==> src/hdl/fcd_pkg.sv <==
// Shared types and constants for the frame chunk decoder.
// No dependencies; imported by every module under hdl/.
package fcd_pkg;

    localparam int LINE_WIDTH = 320;
    localparam int LINE_COUNT = 200;
    localparam int FRAME_SIZE = LINE_WIDTH * LINE_COUNT;

    localparam int ROW_MAX    = 65535;
    localparam int COL_MAX    = 65535;
    localparam int ROW_BASE_W = $clog2(ROW_MAX * LINE_WIDTH + 1);
    localparam int ADDR_W     = $clog2(ROW_MAX * LINE_WIDTH + COL_MAX + 1);
    localparam int FRAME_W    = $clog2(FRAME_SIZE + 1);
    localparam int RUN_W      = 17;

    // register map (word index)
    localparam logic REG_DECODE_MODE = 1'b0;

    typedef enum logic [3:0] {
        PH_IDLE    = 4'd0,
        PH_DONE    = 4'd1,
        PH_BR_HEAD = 4'd2,
        PH_BR_TYPE = 4'd3,
        PH_BR_LIT  = 4'd4,
        PH_BR_FILL = 4'd5,
        PH_LC_Y0   = 4'd6,
        PH_LC_Y1   = 4'd7,
        PH_LC_N0   = 4'd8,
        PH_LC_N1   = 4'd9,
        PH_LC_PKTS = 4'd10,
        PH_LC_XOFF = 4'd11,
        PH_LC_TYPE = 4'd12,
        PH_LC_LIT  = 4'd13,
        PH_LC_FILL = 4'd14,
        PH_LC_SKIP = 4'd15
    } phase_t;

    typedef enum logic {
        MODE_BYTE_RUN   = 1'b0,
        MODE_LINE_DELTA = 1'b1
    } mode_t;

    typedef struct packed {
        logic       start;
        logic [7:0] data;
    } item_t;

    typedef struct packed {
        logic        valid;
        logic [15:0] address;
        logic [7:0]  value;
        logic [7:0]  count;
    } wr_cmd_t;

endpackage

==> src/hdl/fcd_in_stage.sv <==
// Input register for chunk body bytes.
// Depends on fcd_pkg.
module fcd_in_stage
    import fcd_pkg::*;
(
    input  logic  clk,
    input  logic  rst_n,
    input  logic  s_tvalid,
    output logic  s_tready,
    input  logic  [7:0] s_tdata,
    input  logic  s_tuser,
    input  logic  fire,
    output logic  item_valid,
    output item_t item
);

    logic  valid_reg;
    logic  valid_next;
    item_t item_reg;

    assign s_tready   = !valid_reg || fire;
    assign item_valid = valid_reg;
    assign item       = item_reg;

    always_comb
    begin
        valid_next = valid_reg;
        if (s_tvalid && s_tready)
        begin
            valid_next = 1'b1;
        end
        else if (fire)
        begin
            valid_next = 1'b0;
        end
    end

    always_ff @(posedge clk or negedge rst_n)
    begin
        if (!rst_n)
        begin
            valid_reg <= 1'b0;
        end
        else
        begin
            valid_reg <= valid_next;
        end
    end

    always_ff @(posedge clk)
    begin
        if (s_tvalid && s_tready)
        begin
            item_reg.start <= s_tuser;
            item_reg.data  <= s_tdata;
        end
    end

endmodule

==> src/hdl/fcd_parser.sv <==
// Chunk parser: parse state registers and the per-byte decode logic.
// Depends on fcd_pkg.
module fcd_parser
    import fcd_pkg::*;
(
    input  logic    clk,
    input  logic    rst_n,
    input  logic    fire,
    input  item_t   item,
    input  logic    decode_mode,
    output wr_cmd_t res
);

    phase_t                phase_reg, phase_next, eff_phase;
    logic [15:0]           row_reg, row_next, eff_row;
    logic [ROW_BASE_W-1:0] base_reg, base_next, eff_base;
    logic [15:0]           lines_reg, lines_next, eff_lines;
    logic [15:0]           col_reg, col_next, eff_col;
    logic [RUN_W-1:0]      run_reg, run_next, eff_run;
    logic [7:0]            pkts_reg, pkts_next, eff_pkts;
    logic [7:0]            lit_reg, lit_next, eff_lit;
    logic [7:0]            held_reg, held_next, eff_held;

    logic [7:0]        b;
    logic [7:0]        step;
    logic [16:0]       col_sum;
    logic [15:0]       col_sat;
    logic [RUN_W:0]    run_sum;
    logic [RUN_W-1:0]  run_sat;
    logic [7:0]        lit_dec;
    logic [7:0]        pkts_dec;
    logic [15:0]       lines_dec;
    logic [15:0]       row_sat;
    logic [ROW_BASE_W-1:0] base_inc;
    logic [15:0]       word;
    logic [ADDR_W-1:0] lc_addr;
    logic              pkt_end;
    logic              line_end;

    logic              em_req;
    logic [ADDR_W-1:0] em_addr;
    logic [7:0]        em_count;
    logic              in_frame;
    logic [ADDR_W-1:0] remain_full;
    logic [FRAME_W-1:0] remain;
    logic [7:0]        count_cl;

    assign b = item.data;

    // chunk_start restarts the parser before the byte is decoded
    always_comb
    begin
        eff_phase = phase_reg;
        eff_row   = row_reg;
        eff_base  = base_reg;
        eff_lines = lines_reg;
        eff_col   = col_reg;
        eff_run   = run_reg;
        eff_pkts  = pkts_reg;
        eff_lit   = lit_reg;
        eff_held  = held_reg;
        if (item.start)
        begin
            eff_row  = '0;
            eff_base = '0;
            eff_col  = '0;
            eff_run  = '0;
            eff_pkts = '0;
            eff_lit  = '0;
            eff_held = '0;
            if (decode_mode == MODE_BYTE_RUN)
            begin
                eff_lines = 16'(LINE_COUNT);
                eff_phase = (16'(LINE_COUNT) == 16'd0) ? PH_DONE : PH_BR_HEAD;
            end
            else
            begin
                eff_lines = '0;
                eff_phase = PH_LC_Y0;
            end
        end
    end

    // shared counter arithmetic
    always_comb
    begin
        if (eff_phase == PH_BR_LIT || eff_phase == PH_LC_LIT)
        begin
            step = 8'd1;
        end
        else if (eff_phase == PH_LC_SKIP)
        begin
            step = b;
        end
        else
        begin
            step = eff_lit;
        end
    end

    assign col_sum   = {1'b0, eff_col} + 17'(step);
    assign col_sat   = col_sum[16] ? 16'hFFFF : col_sum[15:0];
    assign run_sum   = {1'b0, eff_run} + (RUN_W + 1)'(step);
    assign run_sat   = run_sum[RUN_W] ? {RUN_W{1'b1}} : run_sum[RUN_W-1:0];
    assign lit_dec   = eff_lit - 8'd1;
    assign pkts_dec  = eff_pkts - 8'd1;
    assign lines_dec = eff_lines - 16'd1;
    assign row_sat   = (eff_row == 16'hFFFF) ? eff_row : eff_row + 16'd1;
    assign base_inc  = (eff_row == 16'hFFFF) ? eff_base
                                             : eff_base + ROW_BASE_W'(LINE_WIDTH);
    assign word      = {b, eff_held};
    assign lc_addr   = ADDR_W'(eff_base) + ADDR_W'(eff_col);

    always_comb
    begin
        phase_next = eff_phase;
        row_next   = eff_row;
        base_next  = eff_base;
        lines_next = eff_lines;
        col_next   = eff_col;
        run_next   = eff_run;
        pkts_next  = eff_pkts;
        lit_next   = eff_lit;
        held_next  = eff_held;
        pkt_end    = 1'b0;
        line_end   = 1'b0;
        em_req     = 1'b0;
        em_addr    = lc_addr;
        em_count   = 8'd1;

        unique case (eff_phase)
            PH_IDLE, PH_DONE:
            begin
            end
            PH_BR_HEAD:
            begin
                col_next   = '0;
                phase_next = PH_BR_TYPE;
            end
            PH_BR_TYPE:
            begin
                if (b[7])
                begin
                    lit_next   = 8'd0 - b;
                    phase_next = PH_BR_LIT;
                end
                else
                begin
                    lit_next   = b;
                    phase_next = PH_BR_FILL;
                end
            end
            PH_BR_LIT, PH_BR_FILL:
            begin
                em_req   = 1'b1;
                em_addr  = ADDR_W'(eff_run);
                em_count = (eff_phase == PH_BR_LIT) ? 8'd1 : eff_lit;
                run_next = run_sat;
                col_next = col_sat;
                if (eff_phase == PH_BR_LIT)
                begin
                    lit_next = lit_dec;
                end
                // packet ends after the last literal or after a fill
                if (eff_phase == PH_BR_FILL || lit_dec == 8'd0)
                begin
                    if (col_sat >= 16'(LINE_WIDTH))
                    begin
                        lines_next = lines_dec;
                        phase_next = (lines_dec == 16'd0) ? PH_DONE : PH_BR_HEAD;
                    end
                    else
                    begin
                        phase_next = PH_BR_TYPE;
                    end
                end
            end
            PH_LC_Y0:
            begin
                held_next  = b;
                phase_next = PH_LC_Y1;
            end
            PH_LC_Y1:
            begin
                row_next   = word;
                base_next  = ROW_BASE_W'(word) * ROW_BASE_W'(LINE_WIDTH);
                phase_next = PH_LC_N0;
            end
            PH_LC_N0:
            begin
                held_next  = b;
                phase_next = PH_LC_N1;
            end
            PH_LC_N1:
            begin
                lines_next = word;
                phase_next = (word == 16'd0) ? PH_DONE : PH_LC_PKTS;
            end
            PH_LC_PKTS:
            begin
                pkts_next = b;
                if (b == 8'd0)
                begin
                    line_end = 1'b1;
                end
                else
                begin
                    phase_next = PH_LC_XOFF;
                end
            end
            PH_LC_XOFF:
            begin
                col_next   = 16'(b);
                phase_next = PH_LC_TYPE;
            end
            PH_LC_TYPE:
            begin
                if (b != 8'd0 && !b[7])
                begin
                    lit_next   = b;
                    phase_next = PH_LC_LIT;
                end
                else
                begin
                    lit_next   = 8'd0 - b;
                    phase_next = PH_LC_FILL;
                end
            end
            PH_LC_LIT:
            begin
                em_req   = 1'b1;
                col_next = col_sat;
                lit_next = lit_dec;
                pkt_end  = (lit_dec == 8'd0);
            end
            PH_LC_FILL:
            begin
                em_req   = 1'b1;
                em_count = eff_lit;
                col_next = col_sat;
                pkt_end  = 1'b1;
            end
            PH_LC_SKIP:
            begin
                col_next   = col_sat;
                phase_next = PH_LC_TYPE;
            end
        endcase

        if (pkt_end)
        begin
            pkts_next = pkts_dec;
            if (pkts_dec == 8'd0)
            begin
                line_end = 1'b1;
            end
            else
            begin
                phase_next = PH_LC_SKIP;
            end
        end
        if (line_end)
        begin
            row_next   = row_sat;
            base_next  = base_inc;
            lines_next = lines_dec;
            phase_next = (lines_dec == 16'd0) ? PH_DONE : PH_LC_PKTS;
        end
    end

    // frame clipping: drop writes past the end, shorten fills that cross it
    assign in_frame    = (em_addr < ADDR_W'(FRAME_SIZE));
    assign remain_full = ADDR_W'(FRAME_SIZE) - em_addr;
    assign remain      = remain_full[FRAME_W-1:0];
    assign count_cl    = (FRAME_W'(em_count) > remain) ? remain[7:0] : em_count;

    always_comb
    begin
        res.valid   = fire && em_req && (em_count != 8'd0) && in_frame;
        res.address = em_addr[15:0];
        res.value   = b;
        res.count   = count_cl;
    end

    always_ff @(posedge clk or negedge rst_n)
    begin
        if (!rst_n)
        begin
            phase_reg <= PH_IDLE;
            row_reg   <= '0;
            base_reg  <= '0;
            lines_reg <= '0;
            col_reg   <= '0;
            run_reg   <= '0;
            pkts_reg  <= '0;
            lit_reg   <= '0;
            held_reg  <= '0;
        end
        else if (fire)
        begin
            phase_reg <= phase_next;
            row_reg   <= row_next;
            base_reg  <= base_next;
            lines_reg <= lines_next;
            col_reg   <= col_next;
            run_reg   <= run_next;
            pkts_reg  <= pkts_next;
            lit_reg   <= lit_next;
            held_reg  <= held_next;
        end
    end

    a_count_range: assert property (@(posedge clk) disable iff (!rst_n)
        res.valid |-> (res.count != 8'd0) && (res.count <= 8'd128))
        else $error("write count out of range");

    a_idle_silent: assert property (@(posedge clk) disable iff (!rst_n)
        (fire && !item.start && (phase_reg == PH_IDLE || phase_reg == PH_DONE))
        |-> !res.valid)
        else $error("write issued while parser idle or done");

    a_base_track: assert property (@(posedge clk) disable iff (!rst_n)
        base_reg == ROW_BASE_W'(row_reg) * ROW_BASE_W'(LINE_WIDTH))
        else $error("row base out of step with row index");

endmodule

==> src/hdl/fcd_out_stage.sv <==
// Result register holding one write command for the output stream.
// Depends on fcd_pkg.
module fcd_out_stage
    import fcd_pkg::*;
(
    input  logic        clk,
    input  logic        rst_n,
    input  logic        fire,
    input  wr_cmd_t     res,
    output logic        m_tvalid,
    input  logic        m_tready,
    output logic [31:0] m_tdata
);

    logic        valid_reg;
    logic        valid_next;
    logic [31:0] data_reg;

    assign m_tvalid = valid_reg;
    assign m_tdata  = data_reg;

    always_comb
    begin
        valid_next = valid_reg;
        if (fire)
        begin
            valid_next = res.valid;
        end
        else if (m_tready)
        begin
            valid_next = 1'b0;
        end
    end

    always_ff @(posedge clk or negedge rst_n)
    begin
        if (!rst_n)
        begin
            valid_reg <= 1'b0;
        end
        else
        begin
            valid_reg <= valid_next;
        end
    end

    always_ff @(posedge clk)
    begin
        if (fire && res.valid)
        begin
            data_reg <= {res.count, res.value, res.address};
        end
    end

endmodule

==> src/hdl/fli_frame_chunk_decoder_core.sv <==
// Frame chunk decoder top; depends on fcd_pkg, fcd_in_stage, fcd_parser, fcd_out_stage.
// Pipeline: an input transfer enters the input reg, and its write command then
//   reaches the result reg, which drives m_tvalid.
// Throughput: one body byte per cycle; the input stalls only while a full input
//   reg waits behind a result that is not taken.
// Reset (rst_n, async low): pipeline empty, parser idle, decode_mode = 0.
module fli_frame_chunk_decoder_core
    import fcd_pkg::*;
(
    input  logic        clk,
    input  logic        rst_n,
    // chunk body stream
    input  logic        s_tvalid,
    output logic        s_tready,
    input  logic [7:0]  s_tdata,   // [7:0] data_byte
    input  logic        s_tuser,   // [0] chunk_start
    // write command stream
    output logic        m_tvalid,
    input  logic        m_tready,
    output logic [31:0] m_tdata,   // [15:0] write_address, [23:16] write_value,
                                   // [31:24] write_count
    // register port
    input  logic        psel,
    input  logic        penable,
    input  logic        pwrite,
    input  logic [2:0]  paddr,
    input  logic [31:0] pwdata,
    output logic [31:0] prdata,
    output logic        pready
);

    logic    mode_reg;
    logic    mode_next;
    logic    item_valid;
    item_t   item;
    logic    out_free;
    logic    fire;
    wr_cmd_t res;

    // --- register port: no wait states, decode_mode at word 0 ---
    assign pready = 1'b1;

    always_comb
    begin
        mode_next = mode_reg;
        if (psel && penable && pwrite && pready && (paddr[2] == REG_DECODE_MODE))
        begin
            mode_next = pwdata[0];
        end
    end

    always_comb
    begin
        prdata = '0;
        if (paddr[2] == REG_DECODE_MODE)
        begin
            prdata = {31'd0, mode_reg};
        end
    end

    always_ff @(posedge clk or negedge rst_n)
    begin
        if (!rst_n)
        begin
            mode_reg <= MODE_BYTE_RUN;
        end
        else
        begin
            mode_reg <= mode_next;
        end
    end

    // --- pipeline control ---
    // A held byte is decoded once the result register is empty or draining;
    // the input register refills in the same cycle. A result stalled on the
    // output backs up into the input only once the input register is full.
    assign out_free = !m_tvalid || m_tready;
    assign fire     = item_valid && out_free;

    fcd_in_stage u_in_stage
    (
        .clk        (clk),
        .rst_n      (rst_n),
        .s_tvalid   (s_tvalid),
        .s_tready   (s_tready),
        .s_tdata    (s_tdata),
        .s_tuser    (s_tuser),
        .fire       (fire),
        .item_valid (item_valid),
        .item       (item)
    );

    // parse state advances only on fire; decode_mode is sampled on the
    // chunk_start byte through the restart logic
    fcd_parser u_parser
    (
        .clk         (clk),
        .rst_n       (rst_n),
        .fire        (fire),
        .item        (item),
        .decode_mode (mode_reg),
        .res         (res)
    );

    fcd_out_stage u_out_stage
    (
        .clk      (clk),
        .rst_n    (rst_n),
        .fire     (fire),
        .res      (res),
        .m_tvalid (m_tvalid),
        .m_tready (m_tready),
        .m_tdata  (m_tdata)
    );

    a_stall_cause: assert property (@(posedge clk) disable iff (!rst_n)
        !s_tready |-> (item_valid && m_tvalid && !m_tready))
        else $error("input stalled without a blocked result");

    a_result_from_fire: assert property (@(posedge clk) disable iff (!rst_n)
        (m_tvalid && !$past(m_tvalid)) |-> $past(fire))
        else $error("result appeared without a decoded byte");

    a_hold_item: assert property (@(posedge clk) disable iff (!rst_n)
        (item_valid && !fire) |=> item_valid)
        else $error("undecoded byte dropped from input register");

endmodule

==> config.mk <==
export PLATFORM = sky130hd
export DESIGN_NAME = fli_frame_chunk_decoder_core
export DESIGN_NICKNAME = d
export VERILOG_FILES = /design/src/hdl/fcd_pkg.sv /design/src/hdl/fcd_in_stage.sv /design/src/hdl/fcd_parser.sv /design/src/hdl/fcd_out_stage.sv /design/src/hdl/fli_frame_chunk_decoder_core.sv
export SDC_FILE = /design/constraint.sdc
export NUM_CORES = 1
export LEC_CHECK = 0
export BUFFER_PORTS_ARGS = -buffer_cell sky130_fd_sc_hd__buf_2
export CAP_MARGIN = 5
export CORE_ASPECT_RATIO = 1.5
export CORE_MARGIN = 2
export CORE_UTILIZATION = 56
export DETAILED_ROUTE_END_ITERATION = 10
export HOLD_SLACK_MARGIN = 0.02
export PLACE_DENSITY = 0.78
export RECOVER_POWER = 100
export SLEW_MARGIN = 20
export SYNTH_ARGS = -nofsm -noshare
export SYNTH_HDL_FRONTEND = slang
export SYNTH_SLANG_ARGS = --single-unit
==> constraint.sdc <==
create_clock -name clk -period 7.3 [get_ports clk]
set_input_delay 0.73 -clock clk [delete_from_list [all_inputs] [get_ports clk]]
set_output_delay 0.73 -clock clk [all_outputs]
set_load 0.02 [all_outputs]
==> results.txt, run 1 <==
WS Path Type - reg -> reg
crit end category - flop
Synth cell types - 101
Starting Density - 56.6%
# IOs - 118
post-layout util - 59.8%
worst slew pin tran - 4.12 ns
Synth top area share - 21.4%
Pre-antenna DRT Iters - 6
global placer's final weighted congestion - 0.983
DRC violations left - 0
unrepaired setup endpoints after global routing - false
Main synth FF type - dfrtp_1
Synth warnings - 0
Hold Buf Count CTS - 0
register area share after synthesis - 30.1%
top layer in use - met4
Arrival @ worst endpoint - 6.85 ns
CP cell instances - clkbuf_1 > inv_2 > buf_4 > clkbuf_1 > nand2_1 > nand2_1 > ha_1 > a21oi_1 > nor3_1 > ha_1 > nor2b_1 > o21a_1 > o21a_1 > o21a_1 > o21a_1 > o21ai_0 > nand2b_1 > a21oi_1 > a211oi_1 > o2111ai_4 > mux2_2
number of H-tree levels - 4
# port buffers - 52
share of layout cells above drive strength 1 - 5.80%
routed length on met1 - 16.1 mm
total die area - 0.0266 mm2
Slowest-stage cell, CP - clkbuf_1
Post-DP HPWL - 30.6 mm
Final Hold Fails - 0
slowest stage delay, CP - 1.02 ns
Synth area leaders - dfrtp_1 21%, edfxtp_1 8.7%, ha_1 6.6%
DR WL met3 - 2.72 mm
Pleak - 6.38 nW
Seq cells post-synth - 162
outcome - finished, violations left
row count - 71
CTS tree - yes
Syn Inst Count - 1769
Post-synth EDFFs - 41
Root Driver - clkbuf_16
wire per inst - 20.2 um
Die W - 134 um
failing checks - max-capacitance violations, max-slew violations
core area - 0.0250 mm2
violation count after the first detailed-route iteration - 1245
Synth Area per Inst - 7.99 um2
Final Skew - 0.0123 ns
post-route ant nets - 0
clk buf depth - 2
asr flop ratio synth - 74.7%
Finish-stage setup viols - 0
Via density - 6.52
Area Growth Syn to Fin - 5.67%
top cell type by total area after synthesis - dfrtp_1
Die H - 199 um
met2 WL - 21.0 mm
Tcrit/Tclk final - 91.0%
Layout Nets - 1892
min Tclk post-route - 6.64 ns
Critical Path RT - 7.51 ns
Placed Area - 0.0145 mm2
Slew HR - -175%
Resized Gates After CTS - 0
Top cell by count, worst path - o21a_1
Max VDD drop - 0.178 mV
total routed wirelength - 42.4 mm
Post-CTS Setup Inserts - 0
Power Dens Cells - 213 mW/mm2
Design Area, Final - 0.0149 mm2
vias in the first global route - 13400
total CTS buffers - 17
clock-pin slew on the worst setup and hold paths - 0.07 ns
largest net degree at the start of global routing - 74
setup TNS - 0 ns
GRT overflow - 0
Synth Cell Area - 0.0141 mm2
vias - 13700
max cap viols - 1
achievable frequency - 151 MHz
Worst Path Max Fanout - 31
total track usage - 32.2%
Antenna diodes - 0
CP startpoint kind - flop
Largest register FFs - 32
final slew viol count - 69
clk_lat worst skew - 0.46 ns
first-pass GRT wire length - 67.9 mm
initial antenna violation count - 0
Sink Count - 162
min-delay worst type - in -> reg
==> placed cells by master (no fill, tap or decap), types with 22 or more instances in the layout <==
cell type / n
nand2_1: 193
nor2_1: 150
a21oi_1: 145
o21ai_0: 140
dfrtp_1: 121
ha_1: 75
nor2b_1: 71
inv_1: 69
clkbuf_1: 50
nor3_1: 47
xnor2_1: 45
edfxtp_1: 41
nand3_1: 39
conb_1: 32
a31oi_1: 30
a21o_1: 23
xor2_1: 23
mux2i_1: 22
==> final timing paths <==
check                                                 from                                 to  slack (ns)  cells after the start
min in group asynchronous                            rst_n   u_parser.pkts_reg[2]$_DFFE_PN0P_        1.72                      1
min                                             s_tdata[6]       u_in_stage.item[6]$_DFFE_PP_        0.44                      1
min reg2reg                u_parser.col_reg[0]$_DFFE_PN0P_    u_parser.col_reg[0]$_DFFE_PN0P_        0.48                      1
max in group asynchronous                            rst_n   u_parser.held_reg[3]$_DFFE_PN0P_        2.50                      2
max reg2reg                   u_in_stage.item[8]$_DFFE_PP_  u_out_stage.m_tdata[25]$_DFFE_PP_        0.66                     21
max                           u_in_stage.item[8]$_DFFE_PP_  u_out_stage.m_tdata[25]$_DFFE_PP_        0.66                     21
==> where the power goes <==
group          switching (mW)  internal [mW]
clock network           0.420          0.508
logic                   0.667          0.401
registers               0.148           1.04
==> worst max-delay path: cells and delay by family, from the launching register on <==
| family | cells | cell delay, ns |
|---|---|---|
| adders and majority gates | 2 | 0.44 |
| AOI/OAI and AO/OA | 9 | 1.38 |
| muxes | 1 | 0.40 |
| buffers and inverters | 4 | 2.31 |
| and+or+nand+nor | 5 | 1.31 |
| DFF | 1 | 0.51 |
==> cells in the mapped netlist, types with 33 or more instances <==
cell type,instances
a21oi_1,145
buf_4,33
nor2_1,149
o21ai_0,137
nand2_1,194
inv_1,69
nor3_1,48
clkbuf_1,75
xnor2_1,45
dfrtp_1,121
nand3_1,39
nor2b_1,71
ha_1,75
edfxtp_1,41
==> cell type report <==
| cell class | count | area, um2 |
|---|---|---|
| fill | 2248 | 10000 |
| clock inverter | 14 | 153 |
| sequential | 162 | 4260 |
| timing repair buffer | 82 | 389 |
| multi-input combinational | 1429 | 9030 |
| inverter | 70 | 263 |
| tap | 328 | 410 |
| clock buffer | 18 | 429 |
==> kinds of logic (layout without fill, tap and decap cells) <==
group | after synthesis | in the layout | share of synthesized area (%)
adder cells (fa/ha/maj) | 82 | 82 | 7.42
AND/OR/NAND/NOR | 644 | 644 | 22.5
buffers and inverters | 208 | 184 | 6.75
AO/OA/AOI/OAI | 577 | 577 | 27.0
other | 2 | 32 | 0.0531
multiplexers | 26 | 26 | 1.90
flip-flops | 162 | 162 | 30.1
XOR/XNOR | 68 | 68 | 4.21
==> through the flow <==
step                      cells  hold slack [ns]  setup WS (ns)  power (mW)
after floorplan            1799            0.434          0.807        1.99
after global placement     2071            0.448           1.52        2.22
after detailed placement   2071            0.463           1.37        2.25
after CTS                  2103            0.430           1.33        3.18
after global routing       2103            0.430          0.396        3.35
final                      2103            0.445          0.659        3.18
==> routing by layer <==
layer,GRT usage (%),up-vias
li1,-,6375
met1,36.0,6548
met2,56.5,621
met3,5.63,173
met4,20.6,0
met5,0,-
(Power assumes the default switching activity.)
==> run 2, diff against run 1 <==
==> constraint.sdc (replaced) <==
create_clock -name clk -period 7.3 [get_ports clk]
set_input_delay 1.095 -clock clk [delete_from_list [all_inputs] [get_ports clk]]
set_output_delay 1.095 -clock clk [all_outputs]
set_load 0.02 [all_outputs]
==> results.txt, run 2 (same netlist as run 1, synthesis figures left out) <==
Reg2Reg Setup Slack - 0.74 ns (+0.08 ns)
unrepaired setup endpoints after global routing - false
failing checks - max-capacitance violations, max-slew violations
CP startpoint kind - flop
Slew HR - -159% (+16 points)
Antenna diodes - 0 (unchanged)
total die area - 0.0266 mm2 (unchanged)
post-route ant nets - 0 (unchanged)
Area Growth Syn to Fin - 6.40%
launching point of the worst reg2reg path - u_in_stage.item[8]$_DFFE_PP_
clock-pin slew on the worst setup and hold paths - 0.07 ns (about the same)
hold endpoint - u_parser.col_reg[6]$_DFFE_PN0P_
Post-Layout Cell Count - 2110 (+0.33%)
worst slew pin tran - 3.88 ns (-0.235 ns)
Post-Place Worst Slack - 1.47 ns (+0.0980 ns)
Final Skew - 0.0109 ns (-0.00148 ns)
vias in the first global route - 13500 (+0.57%)
critical path launch point - u_in_stage.item[8]$_DFFE_PP_
final slew viol count - 161 (+130%)
Top cell by count, worst path - o21a_1
min Tclk post-route - 6.56 ns (-0.0827 ns)
Via density - 6.59 (+1.0%)
wire per inst - 20.4 um (+1.1%)
crit end category - flop
number of H-tree levels - 4 (unchanged)
share of layout cells above drive strength 1 - 5.61% (-0.19 points)
initial antenna violation count - 0 (unchanged)
setup ws final - 0.742 ns (+0.0827 ns)
Starting Density - 56.6% (unchanged)
worst hold path startpoint - u_parser.col_reg[6]$_DFFE_PN0P_
max cap viols - 3 (+2)
commonest non-fill, non-tap cell in the layout - nand2_1
most frequent cells in the layout - 193 x nand2_1, 150 x nor2_1, 145 x a21oi_1
Largest register FFs - 32 (unchanged)
crit-path leading delay family - buffers and inverters
Root Driver - clkbuf_16
Pre-antenna DRT Iters - 6 (unchanged)
Tcrit/Tclk final - 89.8% (-1.1 points)
Layout Nets - 1899 (+0.37%)
clk_lat worst skew - 0.46 ns (about the same)
total track usage - 32.7% (+0.51 points)
Post-DP HPWL - 30.7 mm (+0.17%)
Max VDD drop - 0.199 mV (+12%)
clk buf depth - 2 (unchanged)
row count - 71 (unchanged)
setup TNS - 0 ns (unchanged)
Hold Buf Count CTS - 0 (unchanged)
Critical Path RT - 7.51 ns (about the same)
cell count of the worst reg-to-reg path - 19 (-9.5%)
slowest stage delay, CP - 1.65 ns (+0.63 ns)
Resized Gates After CTS - 0 (unchanged)
violation count after the first detailed-route iteration - 1354 (+8.8%)
Worst Path Max Fanout - 36 (+16%)
WHS Path Cells - 2 (+1)
Slowest-stage cell, CP - clkbuf_1
CP bufs+invs - 2 (-2)
fill count - 2279 (+1.4%)
total routed wirelength - 43.0 mm (+1.4%)
hold_ws - 0.474 ns (+0.0292 ns)
# port buffers - 52 (unchanged)
Pleak - 6.43 nW (+0.66%)
largest net degree at the start of global routing - 68 (-8.1%)
WS Path Type - reg -> reg
GRT overflow - 0 (unchanged)
Finish-stage setup viols - 0 (unchanged)
Die H - 199 um (unchanged)
vias - 13900 (+1.4%)
Die W - 134 um (unchanged)
min-delay worst type - reg -> reg
Final Hold Fails - 0 (unchanged)
Power Dens Cells - 218 mW/mm2 (+2.2%)
CP cell instances - inv_1 > clkbuf_1 > nand2_1 > nand2_1 > ha_1 > a21oi_1 > nor3_1 > ha_1 > nor2b_1 > o21a_1 > o21a_1 > o21a_1 > o21a_1 > o21ai_0 > nand2b_1 > a21oi_1 > a211oi_1 > o2111ai_4 > mux2_2
achievable frequency - 152 MHz (+1.3%)
total CTS buffers - 17 (unchanged)
Sink Count - 162 (unchanged)
placed instance count - 2078 (+0.34%)
critical register-to-register path endpoint - u_out_stage.m_tdata[25]$_DFFE_PP_
Post-CTS Setup Inserts - 0 (unchanged)
outcome - finished, violations left
DRC violations left - 0 (unchanged)
core area - 0.0250 mm2 (unchanged)
global placer's final weighted congestion - 0.986 (+0.26%)
first-pass GRT wire length - 68.8 mm (+1.3%)
CTS tree - yes
# IOs - 118 (unchanged)
Arrival @ worst endpoint - 6.77 ns (-0.08 ns)
Power, Total - 3.28 mW (+2.9%)
run 2: cell types whose count changed in the layout (fill, tap and decap cells not counted), sizes merged:
cell and change:
buf +1, bufinv +3, clkbuf +6, clkinv +3, clkinvlp -1, inv -5
run 2: worst max path at each step:
stage | endpoint | slack, ns | depth (start not counted)
3_3_place_gp | u_parser.lines_reg[3]$_DFFE_PN0P_ | 1.52 | 18
2_1_floorplan | u_out_stage.m_tdata[0]$_DFFE_PP_ | 0.81 | 21
6_report | u_out_stage.m_tdata[25]$_DFFE_PP_ | 0.74 | 19
5_1_grt | u_parser.lines_reg[3]$_DFFE_PN0P_ | 0.42 | 18
3_5_place_dp | u_parser.lines_reg[3]$_DFFE_PN0P_ | 1.47 | 18
4_1_cts | u_parser.lines_reg[3]$_DFFE_PN0P_ | 1.42 | 18
run 2: power breakdown:
part           internal, mW  switching, mW
Clock                 0.605          0.407
Combinational         0.405          0.674
Sequential             1.04          0.145
Total                  2.05           1.23
run 2: metal layers:
| metal | vias up | track usage, % | routed length (um) |
|---|---|---|---|
| met2 | 684 | 57.4 | 21400 |
| met5 | - | 0 | 0 |
| met3 | 196 | 4.46 | 2750 |
| met1 | 6608 | 36.8 | 16300 |
| li1 | 6419 | - | - |
| met4 | 0 | 22.1 | 2650 |
run 2: worst register-to-register path, delay by kind of cell, from the launching register on:
family	cells	cell delay (ns)
buffers and inverters	2	2.15
AND/OR/NAND/NOR	5	1.49
AO/OA/AOI/OAI	9	1.38
flip-flops	1	0.47
adder cells (fa/ha/maj)	2	0.44
multiplexers	1	0.39
run 2: final cells by class:
type	count	area [um2]	area share [%]
Clock inverter	14	211	1.41
Inverter	70	263	1.75
Multi-Input combinational cell	1429	9040	60.1
Sequential cell	162	4260	28.3
Clock buffer	18	429	2.85
Timing Repair Buffer	89	423	2.81
Tap cell	328	410	2.73
run 2: per-stage QoR:
step                      cell area [um2]  util [%]
after floorplan                     14300         -
after global placement              14500      58.3
after detailed placement            14500      58.3
after CTS                           15200      60.8
after global routing                15000      60.2
final                               15000      60.2
==> run 3, diff against run 2 <==
--- a/config.mk
+++ b/config.mk
@@ -5,14 +5,14 @@
 export SDC_FILE = /design/constraint.sdc
 export NUM_CORES = 1
 export LEC_CHECK = 0
-export BUFFER_PORTS_ARGS = -buffer_cell sky130_fd_sc_hd__buf_2
 export CAP_MARGIN = 5
 export CORE_ASPECT_RATIO = 1.5
 export CORE_MARGIN = 2
-export CORE_UTILIZATION = 56
+export CORE_UTILIZATION = 60
 export DETAILED_ROUTE_END_ITERATION = 10
+export DONT_BUFFER_PORTS = 1
 export HOLD_SLACK_MARGIN = 0.02
-export PLACE_DENSITY = 0.78
+export PLACE_DENSITY = 0.79
 export RECOVER_POWER = 100
 export SLEW_MARGIN = 20
 export SYNTH_ARGS = -nofsm -noshare
==> results.txt, run 3 (same netlist as run 1, synthesis figures left out) <==
total die area - 0.0248 mm2 (-6.5%)
DRC violations left - 0 (unchanged)
violation count after the first detailed-route iteration - 1434 (+5.9%)
met2 GRT Util - 58.0% (+0.58 points)
Pleak - 6.26 nW (-2.5%)
Post-DP HPWL - 29.9 mm (-2.6%)
Post-CTS Setup Inserts - 0 (unchanged)
Largest register FFs - 32 (unchanged)
WS Path Type - reg -> reg
total routed wirelength - 42.5 mm (-1.3%)
# IOs - 118 (unchanged)
min-delay worst type - in -> async
row count - 68 (-4.2%)
Sink Count - 162 (unchanged)
core area - 0.0231 mm2 (-7.6%)
Root Driver - clkbuf_16
share of layout cells above drive strength 1 - 4.65% (-0.96 points)
Starting Density - 61.3% (+4.7 points)
global placer's final weighted congestion - 0.978 (-0.79%)
CTS tree - yes
Finish-stage setup viols - 0 (unchanged)
crit end category - flop
clock-pin slew on the worst setup and hold paths - 0.07 ns (about the same)
max cap viols - 1 (-2)
Resized Gates After CTS - 0 (unchanged)
# port buffers - 0 (-100%)
vias - 13700 (-1.6%)
clk_lat worst skew - 0.45 ns (about the same)
met3 Track Usage GR - 6.52% (+2.1 points)
unrepaired setup endpoints after global routing - false
Pre-antenna DRT Iters - 6 (unchanged)
most frequent cells in the layout - 192 x nand2_1, 150 x nor2_1, 145 x a21oi_1
worst slew pin tran - 1.76 ns (-2.12 ns)
Post-Layout Cell Count - 2036 (-3.5%)
Final Skew - 0.0113 ns (+0.000405 ns)
failing checks - max-capacitance violations, max-slew violations
GRT overflow - 0 (unchanged)
most used routing layer - met2
Design Area, Final - 0.0146 mm2 (-2.6%)
slowest stage delay, CP - 1.04 ns (-0.61 ns)
met1 Use GR - 39.3% (+2.5 points)
outcome - finished, violations left
Critical Path RT - 7.51 ns (about the same)
wire per inst - 20.9 um (+2.3%)
Worst Path Max Fanout - 37 (+2.8%)
vias in the first global route - 13200 (-2.0%)
first-pass GRT wire length - 67.8 mm (-1.5%)
Arrival @ worst endpoint - 6.76 ns (about the same)
Layout Nets - 1838 (-3.2%)
Via density - 6.72 (+2.0%)
Post-Place Worst Slack - 1.69 ns (+0.227 ns)
final slew viol count - 18 (-89%)
Max VDD drop - 0.209 mV (+5.2%)
Tcrit/Tclk final - 89.8% (about the same)
Placed Area - 0.0142 mm2 (-2.4%)
Die W - 129 um (-3.3%)
total track usage - 34.7% (+2.0 points)
number of H-tree levels - 4 (unchanged)
post-route ant nets - 0 (unchanged)
CP startpoint kind - flop
Top cell by count, worst path - o21a_1
Final Hold Fails - 0 (unchanged)
placed instance count - 2004 (-3.6%)
Slew HR - -17.9% (+140 points)
CP cell instances - inv_1 > buf_4 > and3_1 > clkbuf_1 > nand2_1 > ha_1 > a21oi_1 > nor3_1 > ha_1 > nor2b_1 > o21a_1 > o21a_1 > o21a_1 > o21a_1 > o21ai_0 > nand2b_1 > a21oi_1 > a211oi_1 > o2111ai_1 > mux2_2
setup ws final - 0.745 ns (+0.00294 ns)
largest net degree at the start of global routing - 122 (+79%)
min Tclk post-route - 6.55 ns (-0.00294 ns)
setup TNS - 0 ns (unchanged)
Die H - 192 um (-3.3%)
Hold Buf Count CTS - 0 (unchanged)
Power Dens Cells - 214 mW/mm2 (-1.6%)
commonest non-fill, non-tap cell in the layout - nand2_1
Slowest-stage cell, CP - clkbuf_1
clk buf depth - 2 (unchanged)
Antenna diodes - 0 (unchanged)
total CTS buffers - 17 (unchanged)
Area Growth Syn to Fin - 3.65%
initial antenna violation count - 0 (unchanged)
achievable frequency - 153 MHz (about the same)
## run 3: cell types whose count changed in the layout (fill, tap and decap cells not counted), moves of 3 or more
| cell | before | now |
|---|---|---|
| buf_2 | 13 | 0 |
| buf_4 | 19 | 14 |
| bufinv_16 | 5 | 2 |
| clkbuf_1 | 57 | 14 |
## run 3: per-layer routing
metal	wire length [um]	part of all wire (%)
met1	15800	37
met3	3050	7.2
met4	2910	6.8
met2	20700	49
met5	0	0
## run 3: worst paths after layout
kind / from / cells after the start / slack (ns) / endpoint
worst max-delay path: u_in_stage.item[8]$_DFFE_PP_ / 20 / 0.75 / u_out_stage.m_tdata[25]$_DFFE_PP_
worst max register to register: u_in_stage.item[8]$_DFFE_PP_ / 20 / 0.75 / u_out_stage.m_tdata[25]$_DFFE_PP_
min in group clk: u_parser.base_reg[14]$_DFFE_PN0P_ / 2 / 0.48 / u_parser.base_reg[14]$_DFFE_PN0P_
worst min register to register: u_parser.base_reg[14]$_DFFE_PN0P_ / 2 / 0.48 / u_parser.base_reg[14]$_DFFE_PN0P_
max in group asynchronous: rst_n / 0 / 6.77 / u_parser.lines_reg[14]$_DFFE_PN0P_
worst min-delay path: rst_n / 0 / 0.33 / u_parser.lit_reg[2]$_DFFE_PN0P_
## run 3: through the flow
stage / util [%] / total power [mW] / hold WS, ns
6_report: 63.5 / 3.14 / 0.330
5_1_grt: 63.5 / 3.30 / 0.325
4_1_cts: 64.0 / 3.13 / 0.328
3_5_place_dp: 61.6 / 2.23 / 0.461
3_3_place_gp: 61.6 / 2.20 / 0.448
2_1_floorplan: - / 1.99 / 0.435
## run 3: layout make-up
class                           count  area, um2
Inverter                           70        263
Fill cell                        2003       8410
Timing Repair Buffer               28        159
Tap cell                          315        394
Multi-Input combinational cell   1429       9010
Clock buffer                       18        429
Clock inverter                     14        139
Sequential cell                   162       4260
## run 3: where the power goes
group | internal [mW] | switching [mW] | total [mW]
clock network | 0.501 | 0.406 | 0.906
registers | 1.04 | 0.159 | 1.20
logic | 0.396 | 0.639 | 1.04
total | 1.94 | 1.20 | 3.14
## run 3: critical path: cells and delay by family, from the launching register on
kind / cells / cell delay [ns]
adder cells (fa/ha/maj): 2 / 0.51
AO/OA/AOI/OAI: 9 / 1.62
buffers and inverters: 3 / 2.12
AND/OR/NAND/NOR: 5 / 0.88
flip-flops: 1 / 0.65
multiplexers: 1 / 0.49
